===== src/rtl/bds_pkg.sv =====
// Shared types, constants and helpers for the 2x2 box downsampler.
`default_nettype none
package bds_pkg;

   localparam int CH_W   = 8;   // bits of one color sample
   localparam int SUM_W  = 9;   // bits of a two-sample sum
   localparam int NUM_CH = 4;   // red, green, blue, alpha
   localparam int CFG_W  = 13;  // bits of a geometry register
   localparam int CSR_IDX_W = 1;

   // Register indexes of the configuration port
   localparam logic [CSR_IDX_W-1:0] CSR_IMAGE_WIDTH  = 1'd0;
   localparam logic [CSR_IDX_W-1:0] CSR_IMAGE_HEIGHT = 1'd1;

   // Channel 0 is red, then green, blue, alpha
   typedef logic [NUM_CH-1:0][CH_W-1:0]  pixel_type;
   typedef logic [NUM_CH-1:0][SUM_W-1:0] pair_type;

   // Position decode of the pixel being transferred
   typedef struct packed {
      logic active;   // inside the even-rounded active area
      logic odd_col;
      logic odd_row;
      logic last;     // bottom-right pixel of the last block of the frame
   } pos_ctl_type;

   // Add two pixels channel by channel into 9-bit sums
   function automatic pair_type pair_sum(input pixel_type a, input pixel_type b);
      pair_type r;
      for (int c = 0; c < NUM_CH; c++) begin
         r[c] = {1'b0, a[c]} + {1'b0, b[c]};
      end
      return r;
   endfunction

endpackage
`default_nettype wire


===== src/rtl/bds_avg.sv =====
// Final four-sample average and the result register with its handshake.
`default_nettype none
module bds_avg
   import bds_pkg::*;
(
   input  wire logic            clock,
   input  wire logic            reset,
   input  wire logic            load,
   input  wire pair_type        top_sum,
   input  wire pair_type        bot_sum,
   input  wire logic            last,
   output logic                 out_free,
   output logic                 rsp_valid,
   input  wire logic            rsp_ready,
   output logic [CH_W-1:0]      rsp_out_red,
   output logic [CH_W-1:0]      rsp_out_green,
   output logic [CH_W-1:0]      rsp_out_blue,
   output logic [CH_W-1:0]      rsp_out_alpha,
   output logic                 rsp_frame_done
);

   logic                 valid_ff, valid_in;
   pixel_type            pix_ff, pix_in;
   logic                 done_ff;
   logic [SUM_W:0]       quad;

   // Sum the top and bottom pairs, drop two bits for the floor average
   always_comb begin
      pix_in = '0;
      quad   = '0;
      for (int c = 0; c < NUM_CH; c++) begin
         quad      = {1'b0, top_sum[c]} + {1'b0, bot_sum[c]};
         pix_in[c] = quad[SUM_W:2];
      end
   end

   assign out_free = !valid_ff || rsp_ready;

   // Hold the result until the transfer, reload behind it
   always_comb begin
      valid_in = valid_ff;
      if (load) begin
         valid_in = 1'b1;
      end else if (rsp_ready) begin
         valid_in = 1'b0;
      end
   end

   always_ff @(posedge clock) begin
      if (reset) begin
         valid_ff <= 1'b0;
      end else begin
         valid_ff <= valid_in;
      end
   end

   always_ff @(posedge clock) begin
      if (load) begin
         pix_ff  <= pix_in;
         done_ff <= last;
      end
   end

   assign rsp_valid      = valid_ff;
   assign rsp_out_red    = pix_ff[0];
   assign rsp_out_green  = pix_ff[1];
   assign rsp_out_blue   = pix_ff[2];
   assign rsp_out_alpha  = pix_ff[3];
   assign rsp_frame_done = done_ff;

endmodule
`default_nettype wire


===== config.mk =====
export PLATFORM = sky130hd
export DESIGN_NAME = bds_avg
export DESIGN_NICKNAME = d
export VERILOG_FILES = /design/src/rtl/bds_pkg.sv /design/src/rtl/bds_avg.sv
export SDC_FILE = /design/constraint.sdc
export NUM_CORES = 1
export LEC_CHECK = 0
export BUFFER_PORTS_ARGS = -buffer_cell sky130_fd_sc_hd__buf_2
export CORE_MARGIN = 1
export CORE_UTILIZATION = 30
export DETAILED_ROUTE_END_ITERATION = 8
export GPL_TIMING_DRIVEN = 1
export HOLD_SLACK_MARGIN = 0.06
export PLACE_DENSITY = 0.68
export SYNTH_ARGS = -nofsm -noshare
export SYNTH_HDL_FRONTEND = slang
export SYNTH_SLANG_ARGS = --single-unit

===== constraint.sdc =====
create_clock -name clock -period 2.53 [get_ports clock]
set_input_delay 0.253 -clock clock [delete_from_list [all_inputs] [get_ports clock]]
set_output_delay 0.253 -clock clock [all_outputs]
set_load 0.02 [all_outputs]

==> impl_metrics.toml <==
[power_and_ir_drop]
finalPower_mw = 1.78
vdd_drop_max_uv = 204
power_density_mw_per_mm2 = 599
p_leak_nw = 1.43

[sta]
period_minus_slack_ps = 1590
maxSlewHeadroom_pct = 48.0
worst_pin_slew_ps = 780
finalClockSkew_ps = 0
drv_slew = 0
fin_tns_setup_ps = 0
fmax_mhz = 630
hold_viol = 0
setup_ws_ps = 942
holdWs_ps = 121
rsz0062_at_grt = "false"
setup_viol = 0
fin_crit_sh_pct = 62.8

[run_status]
status = "complete, no violations"

[placement]
dp_cells = 385
place_congestion = 0.784
numPortBuffers = 111
pre_cts_ws_ps = 649
place_area_mm2 = 0.00286
dp_hpwl_um = 3660

[setup_path]
reg2reg_depth = 2
critPathArrivalTime_ps = 1630
worstPathRequired_ps = 2570
cp_slowest_cell = "ha_1"
timing.rr.end = "rsp_valid$_SDFFE_PP0P_"
cp-end-kind = "flip-flop"
worstPathCellList = "buf_2 -> ha_1 -> and3_1 -> a22o_1 -> a211o_1 -> a21o_1"
cp_max_fo = 5
r2r_start = "rsp_valid$_SDFFE_PP0P_"
critPathLaunchType = "input pin"
max_stage_delay_ps = 350
r2r_slack_ps = 1950
path_class = "input pin to flip-flop"

[floorplanning]
dieArea_mm2 = 0.00764
pin_count = 112
coreArea_mm2 = 0.00691
die-width_um = 87.4
std_cell_rows = 30
die_y_um = 87.4
initial_utilization_pct = 31.7

[global_route]
grt_usage_pct = 11.7
antenna_found_initial = 0
first_global_vias = 1646
grt_max_degree = 35
grt_overflow = 0
grt_pass1_wl_um = 6870

[worst_hold_path]
min_delay_path_depth = 2
min_from = "reset"
min_to = "rsp_valid$_SDFFE_PP0P_"
min_path_type = "input pin to flip-flop"

[clock_network]
cts_buffer_depth = 2
ctsResizeCount = 0
postCtsHoldBufs = 0
cts_sinks = 34
cts_tree = "built"
cts_buffers = 5
root_buffer = "clkbuf_8"
insertion_delay_ps = 280
htreeDepth = 2
postCtsSetupBuffers = 0
cts.clk_slew.worst_paths_ps = 60

[finish]
syn_to_final_growth_pct = 35.8
fin_util_pct = 43.0
final_cells = 393
nFillCells = 691
num_antenna_cells = 0
final_common_cell = "buf_2"
drive_above_1_share_pct = 41.4
final_cell_mix = "buf_2 (111), edfxtp_1 (33), ha_1 (32), xnor2_1 (16), a21oi_1 (15)"
final_area_mm2 = 0.00297
nets = 405

[yosys]
synthArstFlopShare_pct = 0
syn_area_mm2 = 0.00219
synth_nets = 287
ys_seq_area_share_pct = 46.2
synth_edf_count = 33
netlist_instances = 178
synth.distinct_cells = 28
avgSynthCellArea_um2 = 12.3
ys.flop_type = "edfxtp_1"
yosys_register_bits = 34
ys_warn_count = 0

[routing]
drc = 0
ant_nets = 0
drt-total-wl_um = 4430
wl_per_cell_um = 11.3
drt-initial-drc-count = 31
first_pass_iters = 4
route.vias.total = 1826
viasPerCell = 4.65

[flow_run]
cap_violations = 0
[layout make-up]
| class | count | area, um2 | share of cell area [%] |
|---|---|---|---|
| multi-input combinational | 140 | 1160 | 39.1 |
| sequential | 34 | 1010 | 34.0 |
| timing repair buffer | 111 | 556 | 18.7 |
| tap | 96 | 120 | 4.05 |
| clock buffer | 7 | 76.3 | 2.57 |
| clock inverter | 1 | 30.0 | 1.01 |
| inverter | 4 | 15.0 | 0.506 |
[flip-flops by register name, indices dropped and copies added, names as in the netlist]
| register | flops |
|---|---|
| rsp_out_alpha | 8 |
| rsp_out_blue | 8 |
| rsp_out_green | 8 |
| rsp_out_red | 8 |
| rsp_frame_done | 1 |
| rsp_valid | 1 |
[layer usage]
| metal | share of wire (%) | GRT usage, % |
|---|---|---|
| met1 | 43 | 13.0 |
| met2 | 49 | 20.8 |
| met3 | 6.5 | 3.03 |
| met4 | 1.8 | 5.07 |
| met5 | 0 | 0 |
[cells by family (layout without fill, tap and decap cells)]
family	count (synthesis)	count (layout)	share of synthesized area, %
AOI/OAI and AO/OA	50	50	17.1
xor gates and xnor gates	23	23	9.21
adders and majority gates	32	32	18.3
buffers and inverters	4	123	0.686
DFF	34	34	46.2
and+or+nand+nor	35	35	8.47
[cell usage after synthesis, drive strengths merged, types with 3 or more instances]
master / number / area share, %
edfxtp: 33 / 45
ha: 32 / 18
xnor2: 16 / 6.4
a21oi: 15 / 3.4
a21o: 12 / 4.1
nor2: 11 / 1.9
nand2: 7 / 1.2
xor2: 7 / 2.8
and3: 6 / 1.8
a221oi: 5 / 2.3
a31oi: 4 / 1.1
inv: 4 / 0.69
a211o: 3 / 1.2
a22o: 3 / 1.2
nand2b: 3 / 0.86
nand4: 3 / 0.86
o211ai: 3 / 1.0
[power by group]
part,switching [mW],internal (mW),leakage (nW),total (mW)
sequential,0.0190,0.729,0.331,0.748
combinational,0.311,0.235,1.05,0.546
clock,0.189,0.295,0.0524,0.484
total,0.519,1.26,1.43,1.78
[worst max-delay path by stage]
stage,to,slack (ps),from
after detailed placement,rsp_out_red[7]$_DFFE_PP_,650,top_sum[5]
after CTS,rsp_out_green[7]$_DFFE_PP_,950,top_sum[14]
after global routing,rsp_out_red[7]$_DFFE_PP_,890,top_sum[4]
after global placement,rsp_out_blue[7]$_DFFE_PP_,680,top_sum[23]
final,rsp_out_blue[7]$_DFFE_PP_,940,top_sum[23]
after floorplan,rsp_out_blue[7]$_DFFE_PP_,830,top_sum[23]
[worst max-delay path, delay by kind of cell]
family	cells	cell delay, ps
fa+ha+maj	1	350
compound gates	3	690
buf+inv	1	100
simple gates	1	230
Power figures use the tool's default switching activity.
