### src/rtl/bds_pkg.sv
// Shared types, constants and helpers for the 2x2 box downsampler.
`default_nettype none
package bds_pkg;

   localparam int CH_W   = 8;   // bits of one color sample
   localparam int SUM_W  = 9;   // bits of a two-sample sum
   localparam int NUM_CH = 4;   // red, green, blue, alpha
   localparam int CFG_W  = 13;  // bits of a geometry register
   localparam int CSR_IDX_W = 1;

   // Register indexes of the configuration port
   localparam logic [CSR_IDX_W-1:0] CSR_IMAGE_WIDTH  = 1'd0;
   localparam logic [CSR_IDX_W-1:0] CSR_IMAGE_HEIGHT = 1'd1;

   // Channel 0 is red, then green, blue, alpha
   typedef logic [NUM_CH-1:0][CH_W-1:0]  pixel_type;
   typedef logic [NUM_CH-1:0][SUM_W-1:0] pair_type;

   // Position decode of the pixel being transferred
   typedef struct packed {
      logic active;   // inside the even-rounded active area
      logic odd_col;
      logic odd_row;
      logic last;     // bottom-right pixel of the last block of the frame
   } pos_ctl_type;

   // Add two pixels channel by channel into 9-bit sums
   function automatic pair_type pair_sum(input pixel_type a, input pixel_type b);
      pair_type r;
      for (int c = 0; c < NUM_CH; c++) begin
         r[c] = {1'b0, a[c]} + {1'b0, b[c]};
      end
      return r;
   endfunction

endpackage
`default_nettype wire

### src/rtl/bds_pos.sv
// Column and row counters with active-area decode for the downsampler.
`default_nettype none
module bds_pos
   import bds_pkg::*;
#(
   parameter int MAX_WIDTH  = 4096,
   parameter int MAX_HEIGHT = 4096,
   localparam int XW = $clog2(MAX_WIDTH),
   localparam int YW = $clog2(MAX_HEIGHT)
) (
   input  wire logic             clock,
   input  wire logic             reset,
   input  wire logic [CFG_W-1:0] image_width,
   input  wire logic [CFG_W-1:0] image_height,
   input  wire logic             step,
   output pos_ctl_type           ctl,
   output logic [XW-2:0]         slot
);

   localparam int WDW = ($clog2(MAX_WIDTH + 1) > CFG_W) ? $clog2(MAX_WIDTH + 1) : CFG_W;
   localparam int HDW = ($clog2(MAX_HEIGHT + 1) > CFG_W) ? $clog2(MAX_HEIGHT + 1) : CFG_W;

   logic [XW-1:0]  col_ff, col_in;
   logic [YW-1:0]  row_ff, row_in;
   logic [WDW-1:0] w_cfg, w_use, w_even, x_ext, x_next;
   logic [HDW-1:0] h_cfg, h_use, h_even, y_ext, y_next;

   // Clamp the geometry to MAX_WIDTH and MAX_HEIGHT and round down to even
   always_comb begin
      w_cfg  = WDW'(image_width);
      h_cfg  = HDW'(image_height);
      w_use  = (w_cfg > WDW'(MAX_WIDTH)) ? WDW'(MAX_WIDTH) : w_cfg;
      h_use  = (h_cfg > HDW'(MAX_HEIGHT)) ? HDW'(MAX_HEIGHT) : h_cfg;
      w_even = {w_use[WDW-1:1], 1'b0};
      h_even = {h_use[HDW-1:1], 1'b0};
      x_ext  = WDW'(col_ff);
      y_ext  = HDW'(row_ff);
      x_next = x_ext + WDW'(1);
      y_next = y_ext + HDW'(1);
   end

   // Decode the current position
   always_comb begin
      ctl.active  = (x_ext < w_even) && (y_ext < h_even);
      ctl.odd_col = col_ff[0];
      ctl.odd_row = row_ff[0];
      ctl.last    = (x_next == w_even) && (y_next == h_even);
      slot        = col_ff[XW-1:1];
   end

   // Advance the raster position, wrap at the edge of the frame
   always_comb begin
      col_in = col_ff;
      row_in = row_ff;
      if (step) begin
         if (x_next >= w_use) begin
            col_in = '0;
            row_in = (y_next >= h_use) ? '0 : y_next[YW-1:0];
         end else begin
            col_in = x_next[XW-1:0];
         end
      end
   end

   always_ff @(posedge clock) begin
      if (reset) begin
         col_ff <= '0;
         row_ff <= '0;
      end else begin
         col_ff <= col_in;
         row_ff <= row_in;
      end
   end

endmodule
`default_nettype wire

### config.mk
export PLATFORM = sky130hd
export DESIGN_NAME = bds_pos
export DESIGN_NICKNAME = d
export VERILOG_FILES = /design/src/rtl/bds_pkg.sv /design/src/rtl/bds_pos.sv
export SDC_FILE = /design/constraint.sdc
export NUM_CORES = 1
export LEC_CHECK = 0
export BUFFER_PORTS_ARGS = -buffer_cell sky130_fd_sc_hd__buf_2
export CAP_MARGIN = 20
export CORE_ASPECT_RATIO = 1.75
export CORE_UTILIZATION = 58
export CTS_CLUSTER_SIZE = 12
export DETAILED_ROUTE_END_ITERATION = 8
export GPL_ROUTABILITY_DRIVEN = 0
export GPL_TIMING_DRIVEN = 0
export PLACE_DENSITY = 0.82
export SLEW_MARGIN = 5
export SYNTH_ARGS = -nofsm -noshare
export SYNTH_HDL_FRONTEND = slang
export SYNTH_SLANG_ARGS = --single-unit
export TNS_END_PERCENT = 20
### constraint.sdc
create_clock -name clock -period 4.3 [get_ports clock]
set_clock_uncertainty 0.05 [all_clocks]
set_input_delay 0.215 -clock clock [delete_from_list [all_inputs] [get_ports clock]]
set_output_delay 0.215 -clock clock [all_outputs]
set_load 0.05 [all_outputs]
==> results.md, run 1 <==
- Most frequent cells in the layout: 48 x ha_1, 43 x buf_2, 40 x nand2_1, 25 x nor2_1, 24 x dfxtp_1
- Vias: 2,656
- Top-area cell type share of the netlist area: roughly 23%
- Hold Vio Cnt, Final: 0
- WP data required: ~4.4 ns
- Vias in the first global route: 2,664
- WS Path Type: reg2reg
- Class of the worst hold path: in2reg
- Setup crit start kind: flip-flop
- Worst Setup End Kind: flip-flop
- Crit share post-route: 89.3%
- Fin. max-slew vios: 0
- Hpwl dp: 5.56 mm
- RSZ-0062 raised after global routing: false
- Ports: 44
- # hold bufs at CTS: 0
- WL/cell: 16.3 um
- CTS Buf Count: 3
- Post-CTS setup buffer count: 0
- WP data arrival: 3.97 ns
- Leading area contributor after synthesis: ha_1
- Final setup violation count: 0
- Die Span X: approximately 53 um
- Sequential area share after synthesis: 18.2%
- Max cap viols: 0
- Worst Path Max Fanout: 10
- Diode count: 0
- Worst skew pair latency: 0.27 ns
- Synthesized flop and latch total: 24
- FFs w/ async S/R, synth: 0%
- Setup TNS: 0 ns
- R2R Path Start: row_ff[0]
- CTS tree: yes
- Syn nets: 405
- Pre-antenna DRT Iters: 4
- CTS max path bufs: 2
- Ys flop type: dfxtp_1
- Core ar.: 4360 um^2
- Reg2Reg Capture Point: row_ff[1]
- Status: finished clean
- IO Port Bufs: 41
- Post-Synthesis Cells: 328
- Leak: 1.35 nW
- Root Buffer: clkbuf_8
- WL final: about 6.9 mm
- R2r worst-path depth: 12
- Total GRT Usage: 30.7%
- Unique masters post-synth: 57
- Syn_area_per_cell: 8.04 um^2
- Synthesized cell area: 2640 um^2
- Fmax: 0.260 GHz
- Via density: 6.28
- Antenna Violating Nets Remaining: 0
- Slew HR: around 55%
- R2r setup slk: 0.46 ns
- Share of post-route cells with drive strength above 1: 17.2%
- DRC viols: 0
- First-pass GRT wire length: 11.3 mm
- Final nets: 451
- Pwr Density: ~160 nW/um^2
- Clk sinks: 24
- CP startpoint: row_ff[0]
- Htree depth: 1
- Largest net degree at the start of global routing: 13
- Final Critical Period: 3.84 ns
- Measured slew at the worst slew-check pin: 0.668 ns
- CP max stage delay: slightly below 0.5 ns
- PostCTS Resize Cnt: 0
- EDFF count, synth: 0
- Initial Util: approximately 60%
- DRT iter0 DRCs: between 70 and 80
- Clock slew at reported path FFs: ~0.090 ns
- P&R area growth vs syn: 11.8%
- Overflow after GRT: 0
- Cell row count: 32
- Placed Area: 2910 um^2
- Top post-synthesis cells by area: ha_1 23%, dfxtp_1 18%, nand2_1 5.7%
- Initial antenna violation count: 0
- Crit path capture: row_ff[1]
- Die area: approximately 4800 um^2
- YS warnings: 0
- Most common library cell in the layout ignoring fill and taps: ha_1
- Fin area: between 2000 and 3000 um^2
- CP cell instances: ha_1, nand2_1, nor3_1, and3_1, xor2_1, ha_1, a21o_1, a21o_1, a21oi_1, o2111ai_1, buf_2, o32ai_1
- Die height: 91.2 um
- Peak supply drop: 0.163 mV
- Max stage delay cell, worst path: dfxtp_1
==> layer usage <==
metal	part of all wire (%)	track usage, %	vias to the layer above	routed length, um
met5	0	0	-	0
met4	3.6	15.4	0	246
met3	3.5	2.01	25	240
met2	56	59.8	92	3850
met1	37	29.6	1233	2530
li1	-	-	1306	-
==> worst min-delay path by stage <==
stage,start,to,slack [ns],cells after the start
after floorplan,step,col_ff[1],0.44,3
after global placement,step,col_ff[4],0.46,3
after detailed placement,step,col_ff[5],0.47,3
after CTS,step,col_ff[5],0.18,3
after global routing,step,col_ff[5],0.19,3
final,step,col_ff[4],0.18,3
==> worst max-delay path: cells and delay by family (launching register included) <==
| kind | cells | cell delay, ns |
|---|---|---|
| simple gates | 3 | 0.90 |
| xor+xnor | 1 | 0.18 |
| fa+ha+maj | 2 | 0.59 |
| compound gates | 5 | 1.28 |
| buf+inv | 1 | 0.26 |
| flops | 1 | 0.49 |
==> stage by stage <==
stage	utilization (%)	power [mW]	worst slack, ns	instances	hold WS, ns
6_report	67.5	0.478	0.459	423	0.181
5_1_grt	67.5	0.501	0.254	423	0.187
4_1_cts	67.5	0.480	0.497	423	0.178
3_5_place_dp	66.6	0.346	0.507	420	0.465
3_3_place_gp	66.6	0.343	0.546	420	0.457
2_1_floorplan	-	0.308	0.633	328	0.441
==> cell usage after synthesis (4+ instances only) <==
library cell and number:
nor2b_1 8, xnor2_1 14, o21ai_0 10, ha_1 48, clkbuf_1 8, o221ai_1 4, nand2b_1 14, o32ai_1 5
a21o_1 5, nand3_1 8, nand2_1 40, dfxtp_1 24, a32oi_1 4, inv_1 8, o211ai_1 4, xor2_1 5
nor3_1 4, nand4b_1 4, and3_1 6, nor2_1 25, a21oi_1 18, nand4_1 13, nor3b_1 4
==> layout make-up <==
cell class / instances / area (um^2)
multi-input cells: 280 / 2040
fillers: 400 / 1420
flip-flops and latches: 24 / 480
repair buffers: 41 / 205
plain buffers: 15 / 80.1
well taps: 51 / 63.8
clock buffers: 3 / 41.3
inverters: 9 / 33.8
==> report_power, final <==
group,internal (mW),total (mW),switching [mW]
sequential,0.224,0.229,0.00430
clock,0.0629,0.137,0.0737
combinational,0.0453,0.113,0.0678
total,0.332,0.478,0.146
==> kinds of logic after synthesis <==
| group | Yosys count | synth area share (%) |
|---|---|---|
| buffers and inverters | 24 | 4.32 |
| and+or+nand+nor | 143 | 29.3 |
| AOI/OAI and AO/OA | 69 | 18.5 |
| xor gates and xnor gates | 20 | 6.93 |
| DFF | 24 | 18.2 |
| adders and majority gates | 48 | 22.8 |
==> flip-flops by register name, indices dropped and copies added (netlist names) <==
register  flops
row_ff       12
col_ff       12
(Power assumes the default switching activity.)
==> inputs of run 2 (changes only) <==
--- a/config.mk
+++ b/config.mk
@@ -8,12 +8,12 @@
 export BUFFER_PORTS_ARGS = -buffer_cell sky130_fd_sc_hd__buf_2
 export CAP_MARGIN = 20
 export CORE_ASPECT_RATIO = 1.75
-export CORE_UTILIZATION = 58
+export CORE_UTILIZATION = 52
 export CTS_CLUSTER_SIZE = 12
 export DETAILED_ROUTE_END_ITERATION = 8
 export GPL_ROUTABILITY_DRIVEN = 0
 export GPL_TIMING_DRIVEN = 0
-export PLACE_DENSITY = 0.82
+export PLACE_DENSITY = 0.78
 export SLEW_MARGIN = 5
 export SYNTH_ARGS = -nofsm -noshare
 export SYNTH_HDL_FRONTEND = slang
==> constraint.sdc (replaced) <==
create_clock -name clock -period 3.45 [get_ports clock]
set_clock_uncertainty 0.05 [all_clocks]
set_input_delay 0.1725 -clock clock [delete_from_list [all_inputs] [get_ports clock]]
set_output_delay 0.1725 -clock clock [all_outputs]
set_load 0.05 [all_outputs]
==> run 2 against run 1 <==
Net effect:
- sequential cell count stayed put
- total power is 25% higher
- largest power group unchanged
- critical path type unchanged
- die area is 11% higher
- critical endpoint is now row_ff[0]
==> results.md, run 2 (synthesized netlist as in run 1, its figures left out) <==
- Status: finished clean
- WL/cell: approximately 16 um
- Fillers: 432
- Setup crit start kind: flip-flop
- CTS max path bufs: 2
- Most frequent cells in the layout: 47 x ha_1, 41 x buf_2, 40 x nand2_1, 25 x nor2_1, 22 x dfxtp_1
- Hpwl dp: roughly 5.5 mm
- Clk sinks: 24
- Overflow after GRT: 0
- Max stage delay cell, worst path: dfxtp_2
- Pre-antenna DRT Iters: 4
- Top flop regs: col_ff (12), row_ff (12)
- Worst skew pair latency: approximately 0.28 ns
- Max cap viols: 0
- Vias: 2,617
- Share of post-route cells with drive strength above 1: 18.9%
- Die Span X: between 50 and 60 um
- Hold Slack: 0.131 ns
- Worst Path Max Fanout: 10
- Root Buffer: clkbuf_8
- Reg2Reg Capture Point: row_ff[0]
- Worst Setup End Kind: flip-flop
- Die height: 96.2 um
- Peak supply drop: 0.194 mV
- RSZ-0062 raised after global routing: false
- Hold Path Origin: step
- Initial antenna violation count: 0
- CP max stage delay: about 0.43 ns
- DRT iter0 DRCs: 79
- Final Critical Period: about 3.3 ns
- Core ar.: 4790 um^2
- Via density: 6.20
- CTS Buf Count: 3
- Cell row count: 33
- Hold EP: col_ff[1]
- Area occupied by registers: 483 um^2
- Largest net degree at the start of global routing: 13
- Vias in the first global route: 2,534
- First-pass GRT wire length: 11.2 mm
- CP cell instances: ha_2, nand2_1, nor3_4, and3_1, xor2_1, ha_1, a21o_1, a21o_1, a21oi_4, o2111ai_1, buf_4, o31ai_1
- Pwr Density: 201 nW/um^2
- WS Path Type: reg2reg
- Leak: 1.36 nW
- Class of the worst hold path: in2reg
- Multi-input gate area: 2070 um^2
- Dpl ws: -0.371 ns
- Diode count: 0
- Final nets: 449
- Measured slew at the worst slew-check pin: between 0.7 and 0.8 ns
- Initial Util: approximately 55%
- WP data required: around 3.6 ns
- Antenna Violating Nets Remaining: 0
- Final worst setup slack: 0.195 ns
- Hold Vio Cnt, Final: 0
- WL final: 6.86 mm
- DRC viols: 0
- Crit share post-route: 94.4%
- Die area: roughly 5400 um^2
- CP dominant cell by count: a21o_1
- Slew HR: 53.2%
- Placed Cells incl. Taps: ~420
- WP data arrival: 3.38 ns
- Htree depth: 1
- Fin area: a little under 3000 um^2
- Fmax: 0.307 GHz
- Hold Crit Depth: 3
- Util after Layout: 62.2%
- Post-CTS setup buffer count: 0
- Most common library cell in the layout ignoring fill and taps: ha_1
- Clock slew at reported path FFs: 0.08 ns
- Ports: 44
- R2r worst-path depth: 12
- Placed Area: 2910 um^2
- IO Port Bufs: 41
- CTS tree: yes
- Total GRT Usage: a little over a quarter
- R2r setup slk: between 0.15 and 0.2 ns
- R2R Path Start: row_ff[0]
- Fin cells: 422
- # hold bufs at CTS: 0
- P&R area growth vs syn: 13.0%
- Fin. max-slew vios: 0
- Final setup violation count: 0
==> run 2: cell types whose count changed in the layout (fill, tap and decap cells not counted), moves of 2 or more <==
cell / previous run / this run
dfxtp_2: 0 / 2
buf_2: 43 / 41
nor3_1: 4 / 2
clkbuf_1: 8 / 6
dfxtp_1: 24 / 22
==> run 2: report_power, final <==
group / switching, mW / internal, mW / leakage, nW
Combinational: 0.0847 / 0.0574 / 1.15
Sequential: 0.00564 / 0.280 / 0.194
Clock: 0.0926 / 0.0785 / 0.0216
==> run 2: area by class of cell <==
| type | count | share of cell area (%) |
|---|---|---|
| Multi-Input combinational cell | 280 | 69.6 |
| Tap cell | 52 | 2.18 |
| Buffer | 13 | 2.61 |
| Timing Repair Buffer | 41 | 6.89 |
| Clock buffer | 3 | 1.39 |
| Inverter | 9 | 1.13 |
| Sequential cell | 24 | 16.2 |
==> run 2: how the worst max path moves through the flow <==
stage	end	from	slack, ns	depth (start not counted)
after floorplan	row_ff[10]	col_ff[3]	0.06	14
after global placement	row_ff[1]	row_ff[0]	-0.31	12
after detailed placement	row_ff[1]	row_ff[0]	-0.37	12
after CTS	row_ff[0]	row_ff[0]	0.09	12
after global routing	row_ff[8]	col_ff[1]	0.04	12
final	row_ff[0]	row_ff[0]	0.19	12
==> run 2: metal layers <==
layer  track usage, %  vias up  share of wire [%]
li1                 -     1308                  -
met1             25.2     1204                 38
met2             54.3       81                 55
met3             2.69       24                3.6
met4             12.2        0                3.6
met5                0        -                  0
==> run 2: through the flow <==
stage	power [mW]	setup TNS, ns
2_1_floorplan	0.384	0
3_3_place_gp	0.427	-2.99
3_5_place_dp	0.431	-4.12
4_1_cts	0.602	0
5_1_grt	0.630	0
6_report	0.599	0
==> run 2: worst max-delay path: cells and delay by family, from the launching register on <==
kind | cells | cell delay, ns
flops | 1 | 0.43
fa+ha+maj | 2 | 0.53
compound gates | 5 | 1.04
xor+xnor | 1 | 0.17
simple gates | 3 | 0.69
buf+inv | 1 | 0.22
==> run 2: timing repair <==
item                       in CTS  in global routing
gates resized for setup         7                  3
setup endpoints to repair      22                 19
hold endpoints to repair        0                  0
